[config.mk]
export PLATFORM = sky130hd
export DESIGN_NAME = csmh_prep
export DESIGN_NICKNAME = d
export VERILOG_FILES = /design/src/design/csmh_pkg.sv /design/src/design/csmh_prep.sv
export SDC_FILE = /design/constraint.sdc
export NUM_CORES = 1
export LEC_CHECK = 0
export ABC_CLOCK_PERIOD_IN_PS = 11000
export BUFFER_PORTS_ARGS = -buffer_cell sky130_fd_sc_hd__buf_2
export CAP_MARGIN = 30
export CORE_ASPECT_RATIO = 0.6
export CORE_UTILIZATION = 45
export CTS_BUF_LIST = sky130_fd_sc_hd__clkbuf_8
export DETAILED_ROUTE_END_ITERATION = 7
export GPL_ROUTABILITY_DRIVEN = 0
export GPL_TIMING_DRIVEN = 0
export SETUP_SLACK_MARGIN = 0.4
export SLEW_MARGIN = 10
export SYNTH_ARGS = -nofsm -noshare
export SYNTH_HDL_FRONTEND = slang
export SYNTH_SLANG_ARGS = --single-unit
[constraint.sdc]
create_clock -name clk -period 11 [get_ports clk]
set_clock_uncertainty 0.1 [all_clocks]
set_input_delay 1.65 -clock clk [delete_from_list [all_inputs] [get_ports clk]]
set_output_delay 1.65 -clock clk [all_outputs]
set_load 0.02 [all_outputs]
[src/design/csmh_pkg.sv]
// Shared types and constants of the cut scan mass histogram.
// Used by the preparation stage, the counter cells and the top level.
package csmh_pkg;

  // Widths of the command fields, sized for the largest parameter values.
  localparam int ROWS_W  = 9;   // 0..256 cut rows filled
  localparam int MADDR_W = 12;  // mass bin address, up to 4096 stored bins
  localparam int SADDR_W = 9;   // score bin address, up to 258 stored bins
  localparam int COUNT_W = 32;

  // Configuration register indexes.
  localparam logic [2:0] CFG_CENT_MIN  = 3'd0;
  localparam logic [2:0] CFG_CENT_MAX  = 3'd1;
  localparam logic [2:0] CFG_PT_MIN    = 3'd2;
  localparam logic [2:0] CFG_PT_MAX    = 3'd3;
  localparam logic [2:0] CFG_ORIGIN    = 3'd4;
  localparam logic [2:0] CFG_BIN_COUNT = 3'd5;

  // Input item kinds.
  localparam logic KIND_CANDIDATE = 1'b0;
  localparam logic KIND_READ      = 1'b1;

  // Read table selectors.
  localparam logic TABLE_MASS  = 1'b0;
  localparam logic TABLE_SCORE = 1'b1;

  // Score scale: scores run over -SCORE_HALF..SCORE_HALF.
  localparam logic signed [15:0] SCORE_HALF = 16'sd10000;
  localparam logic signed [15:0] SCORE_SPAN = 16'sd20000;
  localparam int unsigned SCORE_SPAN_U = 20000;

  // Division by 500 keV bin width: floor(x * MASS_RECIP / 2^MASS_SHIFT).
  localparam logic [22:0] MASS_RECIP = 23'd4294968;
  localparam int MASS_SHIFT = 31;

  // Ceiling of score offset over the 100-unit cut step.
  localparam logic [15:0] ROWS_ROUND = 16'd99;
  localparam logic [15:0] ROWS_RECIP = 16'd41944;
  localparam int ROWS_SHIFT = 22;

  // Score bin scale shift; the factor itself follows from SCORE_BINS.
  localparam int SCORE_SHIFT = 29;

  // Configuration register file contents.
  typedef struct packed {
    logic [7:0]  cent_min;
    logic [7:0]  cent_max;
    logic [15:0] pt_min;
    logic [15:0] pt_max;
    logic [20:0] origin;
    logic [8:0]  bin_count;
  } cfg_t;

  // Clearing pass control, broadcast to every counter cell.
  typedef struct packed {
    logic               active;
    logic [MADDR_W-1:0] addr;
  } clr_t;

  // One transaction as it travels down the cell chain.
  typedef struct packed {
    logic               valid;
    logic               accepted;
    logic [ROWS_W-1:0]  rows;
    logic [MADDR_W-1:0] mass_addr;
    logic               mass_rd_ok;
    logic [SADDR_W-1:0] score_addr;
    logic               score_rd_ok;
    logic [7:0]         read_row;
    logic [COUNT_W-1:0] count;
  } cmd_t;

endpackage

[src/design/csmh_prep.sv]
// Preparation stages: window cut, mass bin, filled row count and score bin.
// Depends on csmh_pkg; feeds the head of the counter cell chain.
module csmh_prep #(
  parameter int CUT_ROWS      = 200,
  parameter int MAX_MASS_BINS = 510,
  parameter int SCORE_BINS    = 200
) (
  input  logic               clk,
  input  logic               rst_n,
  input  logic               en,
  input  logic               in_fire,
  input  logic [79:0]        in_tdata,
  input  logic [1:0]         in_tuser,
  input  csmh_pkg::cfg_t     cfg,
  output csmh_pkg::cmd_t     cmd_out
);

  localparam int MASS_STRIDE = MAX_MASS_BINS + 2;
  localparam int SCORE_DEPTH = SCORE_BINS + 2;
  localparam logic [23:0] SCORE_RECIP = 24'(((64'd1 << csmh_pkg::SCORE_SHIFT)
      * 64'(SCORE_BINS) + 64'(csmh_pkg::SCORE_SPAN_U - 1)) / 64'(csmh_pkg::SCORE_SPAN_U));

  // Unpacked input fields.
  logic               kind;
  logic [20:0]        mass;
  logic [14:0]        score;
  logic [7:0]         cent;
  logic [15:0]        pt;
  logic               read_table;
  logic [7:0]         read_row;
  logic [8:0]         read_bin;

  // First stage arithmetic.
  logic               win_ok;
  logic               under;
  logic [20:0]        offset;
  logic signed [15:0] shifted;
  logic [15:0]        rows_num;
  logic [43:0]        mass_prod;
  logic [30:0]        rows_prod;
  logic [38:0]        score_prod;

  // First stage registers.
  logic               a_valid_r;
  logic               a_kind_r;
  logic               a_pass_r;
  logic               a_under_r;
  logic [12:0]        a_k_r;
  logic [8:0]         a_rows_raw_r;
  logic               a_pos_r;
  logic               a_neg_r;
  logic               a_top_r;
  logic [8:0]         a_sbin_raw_r;
  logic               a_table_r;
  logic [7:0]         a_row_r;
  logic [8:0]         a_bin_r;

  // Second stage.
  logic [11:0]        nbins;
  logic [8:0]         rows_clip;
  csmh_pkg::cmd_t     cmd_nxt;
  csmh_pkg::cmd_t     cmd_r;

  // Field unpacking, window compare and the three reciprocal products.
  always_comb begin
    kind       = in_tuser[0];
    read_table = in_tuser[1];
    mass       = in_tdata[20:0];
    score      = in_tdata[35:21];
    cent       = in_tdata[43:36];
    pt         = in_tdata[59:44];
    read_row   = in_tdata[67:60];
    read_bin   = in_tdata[76:68];

    win_ok = (cent >= cfg.cent_min) && (cent < cfg.cent_max) &&
             (pt >= cfg.pt_min) && (pt <= cfg.pt_max);
    under  = mass < cfg.origin;
    offset = mass - cfg.origin;

    shifted  = $signed({score[14], score}) + csmh_pkg::SCORE_HALF;
    rows_num = unsigned'(shifted) + csmh_pkg::ROWS_ROUND;

    mass_prod  = 44'(offset) * 44'(csmh_pkg::MASS_RECIP);
    rows_prod  = 31'(rows_num[14:0]) * 31'(csmh_pkg::ROWS_RECIP);
    score_prod = 39'(shifted[14:0]) * 39'(SCORE_RECIP);
  end

  // First stage register.
  always_ff @(posedge clk) begin
    if (!rst_n) begin
      a_valid_r <= 1'b0;
    end else if (en) begin
      a_valid_r <= in_fire;
    end
  end

  always_ff @(posedge clk) begin
    if (en) begin
      a_kind_r     <= kind;
      a_pass_r     <= win_ok && (kind == csmh_pkg::KIND_CANDIDATE);
      a_under_r    <= under;
      a_k_r        <= mass_prod[csmh_pkg::MASS_SHIFT +: 13];
      a_rows_raw_r <= rows_prod[csmh_pkg::ROWS_SHIFT +: 9];
      a_pos_r      <= shifted > 16'sd0;
      a_neg_r      <= shifted < 16'sd0;
      a_top_r      <= shifted >= csmh_pkg::SCORE_SPAN;
      a_sbin_raw_r <= score_prod[csmh_pkg::SCORE_SHIFT +: 9];
      a_table_r    <= read_table;
      a_row_r      <= read_row;
      a_bin_r      <= read_bin;
    end
  end

  // Bin selection and read decode.
  always_comb begin
    nbins = 12'(cfg.bin_count);
    if (cfg.bin_count == 9'd0) begin
      nbins = 12'd1;
    end
    if (32'(nbins) > MAX_MASS_BINS) begin
      nbins = 12'(MAX_MASS_BINS);
    end

    rows_clip = a_rows_raw_r;
    if (32'(a_rows_raw_r) > CUT_ROWS) begin
      rows_clip = 9'(CUT_ROWS);
    end

    cmd_nxt          = '0;
    cmd_nxt.valid    = a_valid_r;
    cmd_nxt.accepted = a_pass_r;
    cmd_nxt.read_row = a_row_r;
    cmd_nxt.count    = '0;

    if (a_kind_r == csmh_pkg::KIND_READ) begin
      cmd_nxt.mass_addr   = 12'(a_bin_r);
      cmd_nxt.score_addr  = a_bin_r;
      cmd_nxt.mass_rd_ok  = (a_table_r == csmh_pkg::TABLE_MASS) &&
                            (32'(a_bin_r) < MASS_STRIDE);
      cmd_nxt.score_rd_ok = (a_table_r == csmh_pkg::TABLE_SCORE) &&
                            (32'(a_bin_r) < SCORE_DEPTH);
    end else begin
      // Mass bin: underflow, in-range bin or overflow.
      if (a_under_r) begin
        cmd_nxt.mass_addr = '0;
      end else if (a_k_r >= {1'b0, nbins}) begin
        cmd_nxt.mass_addr = nbins + 12'd1;
      end else begin
        cmd_nxt.mass_addr = 12'(a_k_r + 13'd1);
      end

      // Score bin: below range, above range or scaled bin.
      if (a_neg_r) begin
        cmd_nxt.score_addr = '0;
      end else if (a_top_r) begin
        cmd_nxt.score_addr = 9'(SCORE_BINS + 1);
      end else begin
        cmd_nxt.score_addr = a_sbin_raw_r + 9'd1;
      end

      if (a_pass_r && a_pos_r) begin
        cmd_nxt.rows = rows_clip;
      end
    end
  end

  // Second stage register.
  always_ff @(posedge clk) begin
    if (!rst_n) begin
      cmd_r.valid <= 1'b0;
    end else if (en) begin
      cmd_r <= cmd_nxt;
    end
  end

  assign cmd_out = cmd_r;

endmodule

==> results.cfg, run 1 <==
[run_status]
outcome = complete, no violations

[finish]
diodes = 0
drive_above_1_share_pct = 12.8
layout.cells.most_common_list = inv_1, ha_1, fa_1, buf_2, edfxtp_1
fin_cells = 2868
final_common_cell = inv_1
nets = 3206
syn_to_final_growth_pct = 10.6

[logic_synthesis]
ys.warnings.count = 0
synth_area_sq_um = 20300
synth-seq-area-share_pct = 14.4
synthFlopType = edfxtp_1
syn_avg_cell_area_sq_um = 10.0
async_flop_share_pct = 0
synth.distinct_cells = 70
synth_edf_count = 96
ys_ff_latch = 98
synthCells = 2026

[place]
place_ws_ns = 0.657
post-place-cells = 2851
dp_hpwl_microns = 45000
io_buffers = 202

[setup_path]
critPathMostFrequentCell = inv_1
startpoint_type = input port
required_ns = 11.02
reg2reg_depth = 18
crit_path_end_kind = flop
path_class = input port to flop
crit_path_max_fanout = 4
crit_path_top_delay_cell = nor4_1
cpPeakStageDelay_ns = 0.67
critical_path_arrival_ns = 9.96

[floorplanning]
start_util_pct = 46.3
die_x_microns = 277
die-area_sq_um = 46100
rows = 59
core_sq_um = 43900
io_pins = 238
die_h_microns = 167

[routing]
firstDrtPassIters = 8
via_count = 14171
drt_iter0_markers = 755
wl_microns = 48900
ant_nets = 0
vias_per_cell = 4.94
drc_errors = 0
wire_per_inst_microns = 17.0

[timing]
finalWorstPathRequiredPeriod_ns = 9.93
holdWs_ns = 0.329
fmaxAchievable_ghz = 0.101
tightest_slew_ns = 0.950
maxSlewHeadroom_pct = 36.4
fin_ws_ns = 1.07
finalMaxSlewViolations = 0
fin_crit_sh_pct = 90.3
setup_tns_ns = 0
finalHoldViolCount = 0
rsz0062_at_grt = no
setup_viol = 0

[global_route]
top_usage_layer = met1
grtUsageMet2_pct = 30.0
grtUsageTotal_pct = 22.3
met3_usage_pct = 3.98
antenna_found_initial = 0
grt_pass1_wl_microns = 80700
grt_max_degree = 59
grtUsageMet1_pct = 37.0
grt_remaining_overflow = 0
first_global_vias = 14925

[cts]
clk_pin_slew_ns = 0.10
cts_tree = built
cts_inserted_buffers = 9
cts.hold.buffers_added = 0
cts_setup_buffers = 0
htree_levels = 3
cts_root_buf = clkbuf_8
cts_sinks = 98
cts_resized = 0
ctsLongestPathBuffers = 2
clk_latency_ns = 0.38

[hold_path]
hold_depth = 0
hp-class = flop to flop

[run]
cap_violations = 0
==> Yosys cell counts, types with 4 or more instances <==
cell type / count / share of area [%]
clkbuf_1: 5 / 0.092
mux2i_1: 10 / 0.49
o211ai_1: 11 / 0.41
a21oi_1: 58 / 1.4
nor3_1: 9 / 0.22
a21boi_0: 4 / 0.15
o21a_1: 13 / 0.48
nand4_1: 16 / 0.49
inv_1: 536 / 9.9
a211o_1: 5 / 0.22
nor4_1: 5 / 0.15
or2_2: 11 / 0.34
fa_1: 254 / 25
ha_1: 503 / 31
nor2_1: 67 / 1.2
a31oi_1: 7 / 0.22
a21o_1: 32 / 1.2
and2_1: 10 / 0.31
nand2b_1: 14 / 0.43
edfxtp_1: 96 / 14
nand3_1: 26 / 0.64
and3_1: 9 / 0.28
xnor2_1: 67 / 2.9
buf_4: 32 / 1.2
o21ai_0: 54 / 1.3
nor2b_1: 18 / 0.55
a41oi_1: 4 / 0.17
a211oi_1: 7 / 0.26
nand2_1: 60 / 1.1
xor2_1: 27 / 1.2
==> registers in the layout, indices dropped and copies added, names as in the netlist <==
register / flops
a_top_r: 1
a_kind_r: 1
a_bin_r: 9
a_valid_r: 1
a_pass_r: 1
a_table_r: 1
cmd_out: 42
a_sbin_raw_r: 9
a_under_r: 1
a_row_r: 8
a_neg_r: 1
a_rows_raw_r: 9
a_pos_r: 1
a_k_r: 13
==> path summary, 6_finish.rpt <==
path	start	to	slack, ns
max	cfg[10]	a_k_r[11]$_DFFE_PP_	1.07
min	a_row_r[5]$_DFFE_PP_	cmd_out[37]$_DFFE_PP_	0.33
max reg2reg	a_k_r[0]$_DFFE_PP_	cmd_out[57]$_DFFE_PP_	7.18
min reg2reg	a_row_r[5]$_DFFE_PP_	cmd_out[37]$_DFFE_PP_	0.33
==> through the flow <==
step / util (%) / cell area [sq um]
floorplan: - / 20500
global route: 51.2 / 22500
detailed placement: 50.8 / 22300
CTS: 51.2 / 22500
global placement: 50.6 / 22200
finish: 51.2 / 22500
==> cell families (layout without fill, tap and decap cells) <==
logic type                 count (synthesis)  after routing  synth area share, %
adders and majority gates                757            757                 55.9
and+or+nand+nor                          258            258                 6.25
AOI/OAI and AO/OA                        226            226                 7.38
other                                      1             35               0.0184
muxes                                     12             12                0.603
DFF                                       98             98                 14.4
buffers and inverters                    578            807                 11.3
xor gates and xnor gates                  96             96                 4.21
==> per-layer routing <==
layer  part of all wire, %  vias to the layer above
met4                  0.77                        0
met3                   6.4                       31
met1                    56                     6787
li1                      -                     7014
met5                     0                        -
met2                    37                      339
==> layout make-up <==
class	instances	area (sq um)
Fill cell	4073	21400
Multi-Input combinational cell	1384	15300
Sequential cell	98	2920
Inverter	538	2020
Timing Repair Buffer	214	1110
Tap cell	579	724
Buffer	40	272
Clock buffer	9	124
Clock inverter	6	67.6
==> worst max-delay path: cells and delay by family <==
| kind | cells | cell delay [ns] |
|---|---|---|
| AND/OR/NAND/NOR | 5 | 1.17 |
| AO/OA/AOI/OAI | 10 | 2.66 |
| XOR/XNOR | 2 | 0.53 |
| buffers and inverters | 7 | 0.44 |
| adder cells (fa/ha/maj) | 8 | 3.48 |
Power of run 1 is not shown: default switching activity piles up to over one toggle a cycle in this logic, so the estimate is an artifact.
==> run 2, diff against run 1 <==
--- a/config.mk
+++ b/config.mk
@@ -9,8 +9,10 @@
 export BUFFER_PORTS_ARGS = -buffer_cell sky130_fd_sc_hd__buf_2
 export CAP_MARGIN = 30
 export CORE_ASPECT_RATIO = 0.6
+export CORE_MARGIN = 2
 export CORE_UTILIZATION = 45
 export CTS_BUF_LIST = sky130_fd_sc_hd__clkbuf_8
+export CTS_CLUSTER_SIZE = 28
 export DETAILED_ROUTE_END_ITERATION = 7
 export GPL_ROUTABILITY_DRIVEN = 0
 export GPL_TIMING_DRIVEN = 0
==> results.cfg, run 2 (same netlist as run 1, synthesis figures left out) <==
[routing]
ant_nets = 0
vias_per_cell = 4.90
firstDrtPassIters = 5
drt_iter0_markers = 804
wl_microns = 48700
drc_errors = 0
via_count = 14109
wire_per_inst_microns = 16.9

[setup_path]
crit_path_max_fanout = 4
cpPeakStageDelay_ns = 0.68
required_ns = 11.00
critPathMostFrequentCell = inv_1
crit_path_top_delay_cell = nor4_1
startpoint_type = input port
crit_path_end_kind = flop
path_class = input port to flop
critical_path_arrival_ns = 9.81

[cts]
cts_root_buf = clkbuf_8
cts_resized = 0
cts.hold.buffers_added = 0
cts_inserted_buffers = 9
cts_setup_buffers = 0
htree_levels = 3
clk_pin_slew_ns = 0.10
ctsLongestPathBuffers = 2
cts_tree = built
cts_sinks = 98
clk_latency_ns = 0.37

[floorplanning]
start_util_pct = 45.5
rows = 60
die_h_microns = 169
die-area_sq_um = 47000
die_x_microns = 279
core_sq_um = 44700
io_pins = 238

[place]
dp_hpwl_microns = 44500
io_buffers = 202
place_ws_ns = 0.770

[timing]
setup_viol = 0
fmaxAchievable_ghz = 0.102
finalHoldViolCount = 0
maxSlewHeadroom_pct = 32.9
setup_tns_ns = 0
fin_ws_ns = 1.19
tightest_slew_ns = 1.00
rsz0062_at_grt = no
finalWorstPathRequiredPeriod_ns = 9.81
finalMaxSlewViolations = 0
fin_crit_sh_pct = 89.2

[global_route]
antenna_found_initial = 2
grt_max_degree = 37
grtUsageTotal_pct = 21.4
grt_pass1_wl_microns = 78300
first_global_vias = 14446
grt_remaining_overflow = 0

[finish]
drive_above_1_share_pct = 12.9
seq_area_sq_um = 2920
syn_to_final_growth_pct = 10.6
fillers = 4101
multi_input_area_sq_um = 15300
nets = 3206
largest_reg_flops = 42
final_common_cell = inv_1
layout.cells.most_common_list = inv_1, ha_1, fa_1, buf_2, edfxtp_1

[run_status]
outcome = complete, no violations

[hold_path]
hp-class = flop to flop

[run]
cap_violations = 0
-- run 2: cell count changes in the layout (fill, tap and decap cells not counted), moves of 2 or more --
| cell | change |
|---|---|
| inv_6 | +2 |
| buf_2 | +2 |
| diode_2 | +2 |
| clkinv_4 | -2 |
-- run 2: final timing paths --
kind	start	endpoint	slack (ns)	cells past startpoint
setup reg to reg	a_k_r[0]$_DFFE_PP_	cmd_out[59]$_DFFE_PP_	7.27	18
setup / recovery	cfg[10]	a_k_r[11]$_DFFE_PP_	1.19	32
hold reg to reg	a_row_r[7]$_DFFE_PP_	cmd_out[39]$_DFFE_PP_	0.33	0
hold / removal	a_row_r[7]$_DFFE_PP_	cmd_out[39]$_DFFE_PP_	0.33	0
-- run 2: critical path, delay by kind of cell --
kind	cells	cell delay, ns
XOR/XNOR	2	0.54
adder cells (fa/ha/maj)	8	3.47
AND/OR/NAND/NOR	5	1.22
AO/OA/AOI/OAI	10	2.46
buffers and inverters	7	0.45
-- run 2: cell type report --
cell class                      instances  area share (%)
Timing Repair Buffer                  214            4.98
Multi-Input combinational cell       1384            67.8
Clock buffer                            9           0.550
Tap cell                              589            3.27
Inverter                              538            8.97
Antenna cell                            2          0.0222
Sequential cell                        98            13.0
Clock inverter                          7           0.222
Buffer                                 40            1.21
-- run 2: per-stage QoR --
step                hold slack (ns)  cells  instance area (sq um)  util [%]
detailed placement            0.305   2862                  22300      49.9
CTS                           0.328   2878                  22500      50.3
finish                        0.327   2881                  22500      50.3
global placement              0.303   2851                  22200      49.7
floorplan                     0.300   2060                  20500         -
global route                  0.336   2881                  22500      50.3
-- run 2: routing by layer --
layer  global-route usage [%]  up-vias  part of all wire [%]
li1                         -     7009                     -
met4                     1.99        0                  0.53
met1                     34.7     6715                    54
met5                        0        -                     0
met3                     5.85       19                   8.7
met2                     28.5      366                    36
Power of run 2 is left out for the same reason.
